File: src/whp_pkg.sv
`timescale 1ns / 1ps
`default_nettype none

package whp_pkg;

  localparam int unsigned NumLanes = 2;   // lane 0: base 31, lane 1: base 53
  localparam int unsigned HashW    = 30;
  localparam int unsigned SymW     = 8;
  localparam int unsigned WinLenW  = 11;
  localparam int unsigned CfgIdxW  = 3;
  localparam int unsigned InDataW  = 8;
  localparam int unsigned OutDataW = 64;

  // Barrett reduction widths: k = HashW, mu = floor(2^(2k) / m)
  localparam int unsigned ProdW = 2 * HashW;
  localparam int unsigned MuW   = HashW + 1;
  localparam int unsigned RemW  = HashW + 2;

  localparam logic [SymW-1:0] SymOffset = 8'd96;

  localparam logic [NumLanes-1:0][HashW-1:0] Modulus = {30'd1000000007, 30'd1000000009};
  localparam logic [NumLanes-1:0][HashW-1:0] Base    = {30'd53, 30'd31};
  localparam logic [NumLanes-1:0][HashW-1:0] BaseInv = {30'd56603774, 30'd838709685};

  localparam logic [63:0] MuFullA = 64'h1000_0000_0000_0000 / 64'd1000000009;
  localparam logic [63:0] MuFullB = 64'h1000_0000_0000_0000 / 64'd1000000007;
  localparam logic [NumLanes-1:0][MuW-1:0] Mu = {MuW'(MuFullB), MuW'(MuFullA)};

  typedef logic [NumLanes-1:0][HashW-1:0] lane_word_t;

  typedef enum logic [CfgIdxW-1:0] {
    REG_WINDOW_LENGTH,
    REG_SCALE_A,
    REG_SCALE_B,
    REG_TOP_POWER_A,
    REG_TOP_POWER_B
  } cfg_reg_e;

  // operand pair fed to the modular multiplier
  typedef enum logic [2:0] {
    OP_VAL_RISE,   // symbol value * rising power
    OP_RISE_BASE,  // rising power * base
    OP_VAL_TOP,    // symbol value * top power
    OP_DIFF_INV,   // (hash - oldest) * base inverse
    OP_SCALE       // hash * scale
  } mul_op_e;

  typedef enum logic [4:0] {
    ST_IDLE,
    ST_F_MUL,
    ST_F_POW,
    ST_F_W1,
    ST_F_W2,
    ST_F_ACC,
    ST_F_STEP,
    ST_S_RD,
    ST_S_SUB,
    ST_S_INV,
    ST_S_W1,
    ST_S_TOP,
    ST_S_W2,
    ST_S_ACC,
    ST_C_MUL,
    ST_C_W1,
    ST_C_W2,
    ST_C_W3,
    ST_OUT
  } state_e;

  typedef struct packed {
    lane_word_t scale;
    lane_word_t top_power;
  } cfg_t;

  typedef struct packed {
    logic    capture;
    mul_op_e op;
    logic    sub_en;
    logic    top_en;
    logic    fill_acc;
    logic    fill_step;
    logic    slide_step;
    logic    out_load;
    logic    clear;
  } cmd_t;

  typedef struct packed {
    logic filling;
    logic fill_done;
    logic last;
    logic out_free;
  } sts_t;

endpackage

`default_nettype wire

File: src/whp_ctrl.sv
`timescale 1ns / 1ps
`default_nettype none

module whp_ctrl import whp_pkg::*; (
  input  wire logic clk_i,
  input  wire logic rst_ni,
  input  wire logic in_valid_i,
  output logic      in_ready_o,
  input  wire sts_t sts_i,
  output cmd_t      cmd_o
);

  state_e state_q, state_d;

  always_ff @(posedge clk_i or negedge rst_ni) begin
    if (!rst_ni) begin
      state_q <= ST_IDLE;
    end else begin
      state_q <= state_d;
    end
  end

  // multiplier results are read from res_q, after the prod, quo/plo1 and qm/plo2 registers
  always_comb begin
    state_d    = state_q;
    in_ready_o = 1'b0;
    cmd_o      = '0;
    cmd_o.op   = OP_SCALE;
    unique case (state_q)
      ST_IDLE: begin
        in_ready_o = 1'b1;
        if (in_valid_i) begin
          cmd_o.capture = 1'b1;
          state_d       = sts_i.filling ? ST_F_MUL : ST_S_RD;
        end
      end
      ST_F_MUL: begin
        cmd_o.op = OP_VAL_RISE;
        state_d  = ST_F_POW;
      end
      ST_F_POW: begin
        cmd_o.op = OP_RISE_BASE;
        state_d  = ST_F_W1;
      end
      ST_F_W1: state_d = ST_F_W2;
      ST_F_W2: state_d = ST_F_ACC;
      ST_F_ACC: begin
        cmd_o.fill_acc = 1'b1;
        state_d        = ST_F_STEP;
      end
      ST_F_STEP: begin
        cmd_o.fill_step = 1'b1;
        if (sts_i.fill_done) begin
          state_d = ST_C_MUL;
        end else begin
          cmd_o.clear = sts_i.last;
          state_d     = ST_IDLE;
        end
      end
      ST_S_RD: begin
        cmd_o.op = OP_VAL_TOP;
        state_d  = ST_S_SUB;
      end
      ST_S_SUB: begin
        cmd_o.sub_en = 1'b1;
        state_d      = ST_S_INV;
      end
      ST_S_INV: begin
        cmd_o.op = OP_DIFF_INV;
        state_d  = ST_S_W1;
      end
      ST_S_W1: state_d = ST_S_TOP;
      ST_S_TOP: begin
        cmd_o.top_en = 1'b1;
        state_d      = ST_S_W2;
      end
      ST_S_W2: state_d = ST_S_ACC;
      ST_S_ACC: begin
        cmd_o.slide_step = 1'b1;
        state_d          = ST_C_MUL;
      end
      ST_C_MUL: state_d = ST_C_W1;
      ST_C_W1:  state_d = ST_C_W2;
      ST_C_W2:  state_d = ST_C_W3;
      ST_C_W3:  state_d = ST_OUT;
      ST_OUT: begin
        // scale product is reissued every cycle, so it stays valid while stalled
        if (sts_i.out_free) begin
          cmd_o.out_load = 1'b1;
          cmd_o.clear    = sts_i.last;
          state_d        = ST_IDLE;
        end
      end
      default: state_d = ST_IDLE;
    endcase
  end

endmodule

`default_nettype wire

File: config.mk
export PLATFORM = sky130hd
export DESIGN_NAME = whp_ctrl
export DESIGN_NICKNAME = d
export VERILOG_FILES = /design/src/whp_pkg.sv /design/src/whp_ctrl.sv
export SDC_FILE = /design/constraint.sdc
export NUM_CORES = 1
export LEC_CHECK = 0
export BUFFER_PORTS_ARGS = -buffer_cell sky130_fd_sc_hd__buf_4
export CAP_MARGIN = 20
export CORE_MARGIN = 4
export CORE_UTILIZATION = 43
export CTS_CLUSTER_DIAMETER = 100
export DETAILED_ROUTE_END_ITERATION = 8
export PLACE_DENSITY_LB_ADDON = 0.15
export SLEW_MARGIN = 20
export SYNTH_ARGS = -nofsm -noshare
export SYNTH_HDL_FRONTEND = slang
export SYNTH_SLANG_ARGS = --single-unit
File: constraint.sdc
create_clock -name clk_i -period 1.42 [get_ports clk_i]
set_input_delay 0.284 -clock clk_i [delete_from_list [all_inputs] [get_ports clk_i]]
set_output_delay 0.284 -clock clk_i [all_outputs]
set_load 0.02 [all_outputs]
==> impl_metrics.json, run 1 <==
{
  "run_status": "finished, violations left",
  "violations": "negative setup slack",
  "num-nets-final": 127,
  "synth_top_area_share_pct": 21.9,
  "fin_cells": 133,
  "power_density_cells_mw_per_mm2": 2660,
  "final_max_slew_viol_count": 0,
  "achievable-frequency_mhz": 528,
  "clock_tree.buffer_depth": 2,
  "via_count": 821,
  "critical_path_class": "flip-flop to output pin",
  "setup_slack_ns": -0.473,
  "synth_seq_area_share_pct": 21.9,
  "finalHoldViolCount": 0,
  "clock_tree_from_tritoncts": "done",
  "number_of_global_route_vias_before_repair": 815,
  "grt_max_degree": 13,
  "ys_async_sr_fraction_pct": 100,
  "critPathArrivalTime_ns": 1.61,
  "vias_per_cell": 6.17,
  "ctsRootBufferMaster": "sky130_fd_sc_hd__clkbuf_4",
  "fp.dieW_um": 44.5,
  "final.period_utilization_pct": 133,
  "timing.clock.skew_ns": 0.0110,
  "synth_top_cells_by_area": "sky130_fd_sc_hd__dfrtp_1, sky130_fd_sc_hd__nor2_1, sky130_fd_sc_hd__nand2_1, sky130_fd_sc_hd__a21oi_1, sky130_fd_sc_hd__nor3_1",
  "placedCellCount": 119,
  "io_pins": 19,
  "drc": 0,
  "antenna_found_initial": 0,
  "postLayoutCoreUtil_pct": 96.2,
  "synth-warning-count": 0,
  "route.antenna.remaining_nets": 0,
  "dp_hpwl_um": 1350,
  "max_cap_violation_count": 0,
  "firstDrtPassIters": 4,
  "area_growth_syn_to_layout_pct": 96.9,
  "drt_first_iter_violations": 25,
  "post-route-cell-area_sq_mm": 0.00113,
  "synth_enable_flop_cells": 0,
  "syn_inst": 75,
  "setup_viol": 15,
  "synth-main-ff-cell": "sky130_fd_sc_hd__dfrtp_1",
  "synth.distinct_cells": 35,
  "routabilityCongestion": 0.827,
  "placed_area_sq_um": 862,
  "global_route_congestion_overflow_total": 0,
  "core-area_sq_mm": 0.00117,
  "hold_class": "input port to flip-flop",
  "grt_first_pass_wirelength_um": 3840,
  "htreeDepth": 1,
  "worst_pin_slew_ns": 0.313,
  "largest_reg_flops": 5,
  "crit_required_ns": 1.14,
  "floorplan.initialDensity_pct": 48.8,
  "antenna_cells_inserted": 0,
  "worst_hold_slack_ns": 0.233,
  "synth.net_count": 82,
  "die_height_um": 44.5,
  "finalWirelength_um": 2840,
  "placementRows": 12,
  "die_area_sq_mm": 0.00198,
  "cell_type_with_the_largest_total_area_after_synthesis": "sky130_fd_sc_hd__dfrtp_1",
  "syn_area_sq_um": 572,
  "largest_register": "state_q",
  "port_buffers": 18,
  "startpoint_type": "flip-flop",
  "clk_transition_reported_paths_ns": 0.05,
  "power_leakage_nw": 0.483,
  "fillCellCount": 25,
  "grt.total_usage_pct": 26.5,
  "ir_worst_vdd_mv": 1.46,
  "route.detailed.wl_per_inst_um": 21.4,
  "rsz0062_at_grt": "true",
  "drive_gt1_share_pct": 71.4,
  "timing.max_slew.rel_slack_pct": 79.0,
  "sort_of_element_at_the_end_of_the_critical_path": "output pin",
  "numCtsBuffers": 3,
  "flip_flop_and_latch_count_after_synthesis": 5,
  "final_period_minus_worst_setup_slack_ns": 1.89,
  "postSynthAreaPerCell_sq_um": 7.62,
  "clock_insertion_delay_worst_skew_ns": 0.26,
  "cts_sinks": 5,
  "timing.critical_path.fanout_max": 7,
  "layout_top_registers": "state_q (5)"
}
[Yosys cell counts, types with 2 or more instances]
cell type / instances
sky130_fd_sc_hd__nor2_1: 9
sky130_fd_sc_hd__nand2_1: 8
sky130_fd_sc_hd__a21oi_1: 5
sky130_fd_sc_hd__dfrtp_1: 5
sky130_fd_sc_hd__nor3_1: 5
sky130_fd_sc_hd__buf_2: 4
sky130_fd_sc_hd__o21ai_0: 4
sky130_fd_sc_hd__and2_1: 2
sky130_fd_sc_hd__buf_6: 2
sky130_fd_sc_hd__inv_1: 2
sky130_fd_sc_hd__nand3b_1: 2
sky130_fd_sc_hd__nor2b_1: 2
sky130_fd_sc_hd__o22ai_1: 2
sky130_fd_sc_hd__or2_2: 2
[path summary, 6_finish.rpt]
kind	startpoint	endpoint	slack [ns]	depth (start not counted)
worst max register to register	state_q[2]$_DFFE_PN0P_	state_q[1]$_DFFE_PN0P_	-0.20	7
worst min-delay path	sts_i[0]	state_q[1]$_DFFE_PN0P_	0.23	2
min in group asynchronous	rst_ni	state_q[0]$_DFFE_PN0P_	0.37	2
worst max-delay path	state_q[2]$_DFFE_PN0P_	cmd_o[9]	-0.47	6
max in group asynchronous	rst_ni	state_q[1]$_DFFE_PN0P_	0.92	2
worst min register to register	state_q[4]$_DFFE_PN0P_	state_q[3]$_DFFE_PN0P_	0.65	2
[critical path, stage by stage (launching register included)]
cell and delay, ns:
sky130_fd_sc_hd__dfrtp_2 0.45, sky130_fd_sc_hd__buf_6 0.14, sky130_fd_sc_hd__xor2_1 0.16, sky130_fd_sc_hd__nor2_1 0.14, sky130_fd_sc_hd__a21oi_1 0.09, sky130_fd_sc_hd__or2_4 0.24
sky130_fd_sc_hd__buf_6 0.13
[report_power, final]
group	switching, mW	leakage (nW)	internal, mW
combinational	1.25	0.411	1.21
sequential	0.133	0.0571	0.225
clock	0.0692	0.0150	0.107
total	1.45	0.483	1.54
[repair_timing]
action	in CTS	in global routing
setup endpoints to repair	14	15
pin swaps	13	4
gates resized for setup	32	12
hold buffers	1	0
endpoints found under the hold margin	5	0
buffers inserted	8	2
[per-stage QoR]
step / power, mW / TNS (ns) / setup slack [ns]
3_5_place_dp: 2.04 / -0.603 / -0.159
2_1_floorplan: 1.49 / -0.353 / -0.108
5_1_grt: 3.10 / -4.90 / -0.507
4_1_cts: 2.63 / -3.41 / -0.375
3_3_place_gp: 2.00 / -0.422 / -0.123
6_report: 2.99 / -4.30 / -0.473
[area by class of cell]
type / count / area, sq um / share of cell area [%]
Tap cell: 14 / 17.5 / 1.56
Timing Repair Buffer: 47 / 423 / 37.6
Inverter: 2 / 7.51 / 0.667
Sequential cell: 5 / 130 / 11.6
Clock buffer: 4 / 26.3 / 2.33
Multi-Input combinational cell: 61 / 522 / 46.3
[routing by layer]
metal | wire, um | global-route usage, %
met3 | 186 | 5.69
met2 | 1360 | 44.7
met4 | 195 | 10.2
met1 | 1100 | 32.3
met5 | 0 | 0
[logic make-up (layout without fill, tap and decap cells)]
| group | count (synthesis) | in the layout | share of synthesized area, % |
|---|---|---|---|
| XOR/XNOR | 1 | 1 | 1.53 |
| AO/OA/AOI/OAI | 16 | 16 | 20.1 |
| AND/OR/NAND/NOR | 43 | 43 | 45.1 |
| buffers and inverters | 9 | 53 | 9.41 |
| flip-flops | 5 | 5 | 21.9 |
| multiplexers | 1 | 1 | 1.97 |
[placed cells by master (no fill, tap or decap), drive strengths merged, types with 3 or more instances in the layout]
master / Yosys / layout
a21oi: 5 / 5
buf: 6 / 46
clkbuf: 1 / 4
dfrtp: 5 / 5
nand2: 8 / 8
nor2: 10 / 10
nor3: 5 / 5
o21ai: 4 / 4
or2: 3 / 3
Note: power is estimated with default switching activity, not from simulation.
==> run 2, diff against run 1 <==
- ABC_AREA: default -> 1
- CORE_AREA: default -> 4 4 41 43
- CORE_MARGIN: 4 -> default
- CORE_UTILIZATION: 43 -> default
- DIE_AREA: default -> 0 0 45 47
==> run 2 against run 1 <==
  * Power decreased by 25%
  * Maximum frequency rose by 11%
  * Largest power group unchanged
  * Global-route usage down 8.1 points
  * Sequential power decreased by 2%
  * Clock-buffer cell count did not move
  * Clock skew decreased by 0.0080 ns
  * Area after synthesis is 9.8% lower
  * Critical path depth did not move
  * Utilization decreased by 20 points
  * The run still ends with negative setup slack left
  * Sequential share of layout area up 1.7 points
  * Setup slack better by 0.19 ns
  * Sequential cell count is the same
==> impl_metrics.json, run 2 <==
{
  "achievable-frequency_mhz": 587,
  "power_leakage_nw": 0.495,
  "route.antenna.remaining_nets": 0,
  "setup_slack_ns": -0.285,
  "placed_area_sq_um": 808,
  "ys_async_sr_fraction_pct": 100,
  "ir_worst_vdd_mv": 1.21,
  "finalWirelength_um": 1730,
  "cts_sinks": 5,
  "final_period_minus_worst_setup_slack_ns": 1.71,
  "route.detailed.wl_per_inst_um": 12.7,
  "io_pins": 19,
  "number_of_global_route_vias_before_repair": 639,
  "core-area_sq_mm": 0.00130,
  "clock_tree_from_tritoncts": "done",
  "critPathArrivalTime_ns": 1.42,
  "layout_common_cells": "sky130_fd_sc_hd__buf_4, sky130_fd_sc_hd__nand2_1, sky130_fd_sc_hd__buf_6",
  "syn_inst": 79,
  "cell_type_with_the_largest_total_area_after_synthesis": "sky130_fd_sc_hd__dfrtp_1",
  "sort_of_element_at_the_end_of_the_critical_path": "output pin",
  "timing.critical_path.fanout_max": 5,
  "postSynthAreaPerCell_sq_um": 6.53,
  "synth.most_common_cell": "sky130_fd_sc_hd__nand2_1",
  "die_area_sq_mm": 0.00212,
  "grt_max_degree": 6,
  "final_max_slew_viol_count": 0,
  "synth-warning-count": 0,
  "violations": "negative setup slack",
  "dp_hpwl_um": 1320,
  "firstDrtPassIters": 4,
  "largest_reg_flops": 5,
  "critical_path_class": "flip-flop to output pin",
  "vias_per_cell": 5.06,
  "fp.dieW_um": 45,
  "worst_pin_slew_ns": 0.236,
  "timing.clock.skew_ns": 0.00297,
  "synth.net_count": 86,
  "hold_class": "input port to flip-flop",
  "max_cap_violation_count": 0,
  "clock_insertion_delay_worst_skew_ns": 0.24,
  "drt_first_iter_violations": 17,
  "synth_seq_area_share_pct": 24.3,
  "antenna_found_initial": 0,
  "area_growth_syn_to_layout_pct": 92.7,
  "clock_tree.buffer_depth": 2,
  "tns_ns": -2.32,
  "placementRows": 13,
  "clk_transition_reported_paths_ns": 0.05,
  "setup_viol": 12,
  "yosys-top-cells-count": "sky130_fd_sc_hd__nand2_1, sky130_fd_sc_hd__nor2_1, sky130_fd_sc_hd__inv_1, sky130_fd_sc_hd__nand3_1, sky130_fd_sc_hd__dfrtp_1",
  "synth_enable_flop_cells": 0,
  "finalHoldViolCount": 0,
  "antenna_cells_inserted": 0,
  "grt_first_pass_wirelength_um": 2850,
  "syn_area_sq_um": 515,
  "numCtsBuffers": 3,
  "synth-main-ff-cell": "sky130_fd_sc_hd__dfrtp_1",
  "startpoint_type": "flip-flop",
  "timing.max_slew.rel_slack_pct": 84.2,
  "final.period_utilization_pct": 120,
  "layout_top_registers": "state_q (5)",
  "num-nets-final": 129,
  "grt.total_usage_pct": 18.4,
  "drive_gt1_share_pct": 64.5,
  "crit_required_ns": 1.14,
  "htreeDepth": 1,
  "mostFrequentLayoutCell": "sky130_fd_sc_hd__buf_4",
  "synth_top_cells_by_area": "sky130_fd_sc_hd__dfrtp_1, sky130_fd_sc_hd__nand3_1, sky130_fd_sc_hd__nand2_1, sky130_fd_sc_hd__nor2_1, sky130_fd_sc_hd__inv_1",
  "synth.distinct_cells": 24,
  "flip_flop_and_latch_count_after_synthesis": 5,
  "largest_register": "state_q",
  "ctsRootBufferMaster": "sky130_fd_sc_hd__clkbuf_4",
  "post-route-cell-area_sq_um": 993,
  "rsz0062_at_grt": "true",
  "die_height_um": 47,
  "port_buffers": 18,
  "global_route_congestion_overflow_total": 0,
  "drc": 0,
  "power_density_cells_mw_per_mm2": 2270,
  "floorplan.initialDensity_pct": 39.6,
  "via_count": 688,
  "run_status": "finished, violations left",
  "routabilityCongestion": 0.865,
  "synth_top_area_share_pct": 24.3
}
run 2: changes by cell type in the layout (fill, tap and decap cells not counted), moves of 3 or more:
cell / delta
sky130_fd_sc_hd__o21ai_0: -3
sky130_fd_sc_hd__or2_4: -3
sky130_fd_sc_hd__nand2_1: +6
sky130_fd_sc_hd__nand3_2: +3
sky130_fd_sc_hd__nand3_1: +8
sky130_fd_sc_hd__inv_1: +5
sky130_fd_sc_hd__inv_2: +7
sky130_fd_sc_hd__buf_6: -8
run 2: worst paths after layout:
| check | slack [ns] | from | cells past startpoint | end |
|---|---|---|---|---|
| setup / recovery | -0.29 | state_q[1]$_DFFE_PN0P_ | 6 | cmd_o[0] |
| hold / removal | 0.36 | in_valid_i | 3 | state_q[2]$_DFFE_PN0P_ |
| setup reg to reg | 0.05 | state_q[4]$_DFFE_PN0P_ | 7 | state_q[2]$_DFFE_PN0P_ |
| hold reg to reg | 0.64 | state_q[0]$_DFFE_PN0P_ | 3 | state_q[0]$_DFFE_PN0P_ |
| max in group asynchronous | 0.91 | rst_ni | 2 | state_q[1]$_DFFE_PN0P_ |
| min in group asynchronous | 0.38 | rst_ni | 2 | state_q[4]$_DFFE_PN0P_ |
run 2: stage by stage:
| stage | instances | total power [mW] | util, % | setup WS [ns] | hold WS [ns] |
|---|---|---|---|---|---|
| after floorplan | 79 | 1.15 | - | -0.00319 | -0.0116 |
| after global placement | 126 | 1.73 | 62.1 | -0.0988 | 0.0880 |
| after detailed placement | 126 | 1.74 | 62.1 | -0.0865 | 0.0901 |
| after CTS | 133 | 2.13 | 71.8 | -0.254 | 0.344 |
| after global routing | 136 | 2.41 | 76.3 | -0.353 | 0.378 |
| final | 136 | 2.25 | 76.3 | -0.285 | 0.361 |
run 2: area by class of cell:
class,instances,area [sq um]
timing repair buffer,40,353
tap,15,18.8
fill,100,308
sequential,5,131
inverter,15,58.8
clock buffer,4,26.3
multi-input combinational,57,405
run 2: what timing repair did:
action	CTS	global route
pin swaps	4	7
resized for setup	22	10
hold buffers	1	0
setup buffers	2	3
endpoints found under the hold margin	5	0
endpoints found under the setup margin	12	13
run 2: cell families (layout without fill, tap and decap cells):
| family | after synthesis | in the layout | synth area share [%] |
|---|---|---|---|
| simple gates | 49 | 49 | 51.5 |
| buf+inv | 17 | 59 | 14.1 |
| flops | 5 | 5 | 24.3 |
| compound gates | 8 | 8 | 10.2 |
run 2: power by group:
part / internal, mW / switching (mW)
sequential: 0.221 / 0.128
clock: 0.107 / 0.0646
combinational: 0.811 / 0.921
total: 1.14 / 1.11
run 2: metal layers:
metal | GRT usage [%] | up-vias | wire (um)
met4 | 4.09 | 0 | 16
met2 | 31.9 | 29 | 878
met1 | 23.4 | 317 | 753
li1 | - | 340 | -
met3 | 3.83 | 2 | 84
met5 | 0 | - | 0
run 2: critical path, stage by stage (launching register included):
cell and delay, ns:
sky130_fd_sc_hd__dfrtp_2 0.42, sky130_fd_sc_hd__inv_2 0.07, sky130_fd_sc_hd__nor2_4 0.18, sky130_fd_sc_hd__inv_2 0.06
sky130_fd_sc_hd__nor3_2 0.20, sky130_fd_sc_hd__o21a_4 0.14, sky130_fd_sc_hd__buf_6 0.10
==> run 3, diff against run 2 <==
- PLACE_DENSITY: default -> 0.72
- PLACE_DENSITY_LB_ADDON: 0.15 -> default
- SKIP_CTS_REPAIR_TIMING: default -> 1
- clock period: 1.42 -> 2.05 ns (I/O delays scaled with it)
==> run 3 against run 2 <==
  * The run now ends clean
  * Clock power is 33% lower
  * Clock-buffer cell count is the same
  * Utilization fell by 23 points
==> impl_metrics.json, run 3 (synthesis results as in run 2) <==
{
  "run_status": "completed",
  "firstDrtPassIters": 4,
  "sort_of_element_at_the_end_of_the_critical_path": "output pin",
  "layout_top_registers": "state_q (5)",
  "number_of_global_route_vias_before_repair": 544,
  "fin_total_pwr_mw": 1.09,
  "crit_required_ns": 1.64,
  "power_density_cells_mw_per_mm2": 1570,
  "grt_max_degree": 10,
  "fp.dieW_um": 45,
  "num-nets-final": 108,
  "final.period_utilization_pct": 92.8,
  "die_area_sq_mm": 0.00212,
  "die_height_um": 47,
  "worst_pin_slew_ns": 0.282,
  "core-area_sq_mm": 0.00130,
  "largest_reg_flops": 5,
  "worst_hold_path.num_cells": 3,
  "clock_insertion_delay_worst_skew_ns": 0.24,
  "via_count": 587,
  "critical_path_class": "flip-flop to output pin",
  "vias_per_cell": 5.10,
  "clock_tree_from_tritoncts": "done",
  "route.detailed.wl_per_inst_um": 11.9,
  "power_leakage_nw": 0.378,
  "achievable-frequency_mhz": 526,
  "htreeDepth": 1,
  "timing.critical_path.fanout_max": 7,
  "timing.rr.start": "state_q[1]$_DFFE_PN0P_",
  "largest_register": "state_q",
  "port_buffers": 18,
  "startpoint_type": "flip-flop",
  "finalHoldViolCount": 0,
  "routabilityCongestion": 0.842,
  "regToRegEndpoint": "state_q[1]$_DFFE_PN0P_",
  "grt.total_usage_pct": 14.6,
  "rsz0062_at_grt": "false",
  "drive_gt1_share_pct": 38.0,
  "dp_hpwl_um": 1100,
  "worst-r2r-setup-slack_ns": 0.67,
  "drt_first_iter_violations": 14,
  "grt_first_pass_wirelength_um": 2280,
  "hold_class": "input port to flip-flop",
  "area_growth_syn_to_layout_pct": 34.2,
  "final_period_minus_worst_setup_slack_ns": 1.90,
  "tns_ns": 0,
  "timing.clock.skew_ns": 0.00269,
  "critPathArrivalTime_ns": 1.49,
  "max_cap_violation_count": 0,
  "ir_worst_vdd_mv": 0.668,
  "global_route_congestion_overflow_total": 0,
  "setup_viol": 0,
  "antenna_cells_inserted": 0,
  "clk_transition_reported_paths_ns": 0.04,
  "timing.max_slew.rel_slack_pct": 81.1,
  "clock_tree.buffer_depth": 2,
  "mostFrequentLayoutCell": "sky130_fd_sc_hd__buf_4",
  "final_max_slew_viol_count": 0,
  "cts_sinks": 5,
  "io_pins": 19,
  "finalWirelength_um": 1370,
  "antenna_found_initial": 0,
  "numCtsBuffers": 3,
  "floorplan.initialDensity_pct": 39.6,
  "route.antenna.remaining_nets": 0,
  "ctsRootBufferMaster": "sky130_fd_sc_hd__clkbuf_4",
  "layout_common_cells": "sky130_fd_sc_hd__buf_4, sky130_fd_sc_hd__nand2_1, sky130_fd_sc_hd__nor2_1",
  "drc": 0,
  "placementRows": 13,
  "timing.critical_path.from": "state_q[2]$_DFFE_PN0P_",
  "worst_reg_to_reg_cells": 6,
  "setup.worst_path.end": "cmd_o[0]"
}
[run 3: how the worst min path moves through the flow]
stage / from / endpoint / slack (ns)
final: in_valid_i / state_q[2]$_DFFE_PN0P_ / 0.48
after global routing: in_valid_i / state_q[0]$_DFFE_PN0P_ / 0.50
after CTS: rst_ni / state_q[1]$_DFFE_PN0P_ / -0.04
after detailed placement: rst_ni / state_q[1]$_DFFE_PN0P_ / 0.22
after global placement: rst_ni / state_q[4]$_DFFE_PN0P_ / 0.21
after floorplan: rst_ni / state_q[0]$_DFFE_PN0P_ / 0.11
[run 3: layer usage]
metal  track usage (%)  share of wire, %  vias to the layer above
li1                  -                 -                      296
met1              17.0                39                      255
met2              27.1                52                       36
met3              3.07               8.1                        0
met4              3.51                 0                        0
met5                 0                 0                        -
[run 3: through the flow]
stage | worst slack (ns) | instance area, sq um | hold slack, ns | std cells | util [%]
finish | 0.148 | 692 | 0.476 | 115 | 53.2
CTS | 0.0454 | 679 | -0.0384 | 114 | 52.2
detailed placement | 0.312 | 653 | 0.216 | 110 | 50.2
global route | 0.00558 | 692 | 0.495 | 115 | 53.2
floorplan | 0.300 | 515 | 0.114 | 79 | -
global placement | 0.363 | 653 | 0.214 | 110 | 50.2
[run 3: critical path, stage by stage, from the launching register on]
cell	delay [ns]
sky130_fd_sc_hd__dfrtp_2	0.48
sky130_fd_sc_hd__inv_2	0.07
sky130_fd_sc_hd__nor2_1	0.13
sky130_fd_sc_hd__nand2_1	0.15
sky130_fd_sc_hd__nor3_1	0.16
sky130_fd_sc_hd__o21a_1	0.13
sky130_fd_sc_hd__buf_4	0.13
[run 3: report_power, final]
| group | switching, mW | total (mW) | internal [mW] |
|---|---|---|---|
| Clock | 0.0415 | 0.115 | 0.0737 |
| Combinational | 0.456 | 0.725 | 0.269 |
| Sequential | 0.0996 | 0.246 | 0.147 |
| Total | 0.597 | 1.09 | 0.489 |
[run 3: cell type report]
class	instances	area, sq um
clock buffer	4	26.3
fill	148	609
inverter	15	56.3
multi-input combinational	57	318
sequential	5	128
tap	15	18.8
timing repair buffer	19	145
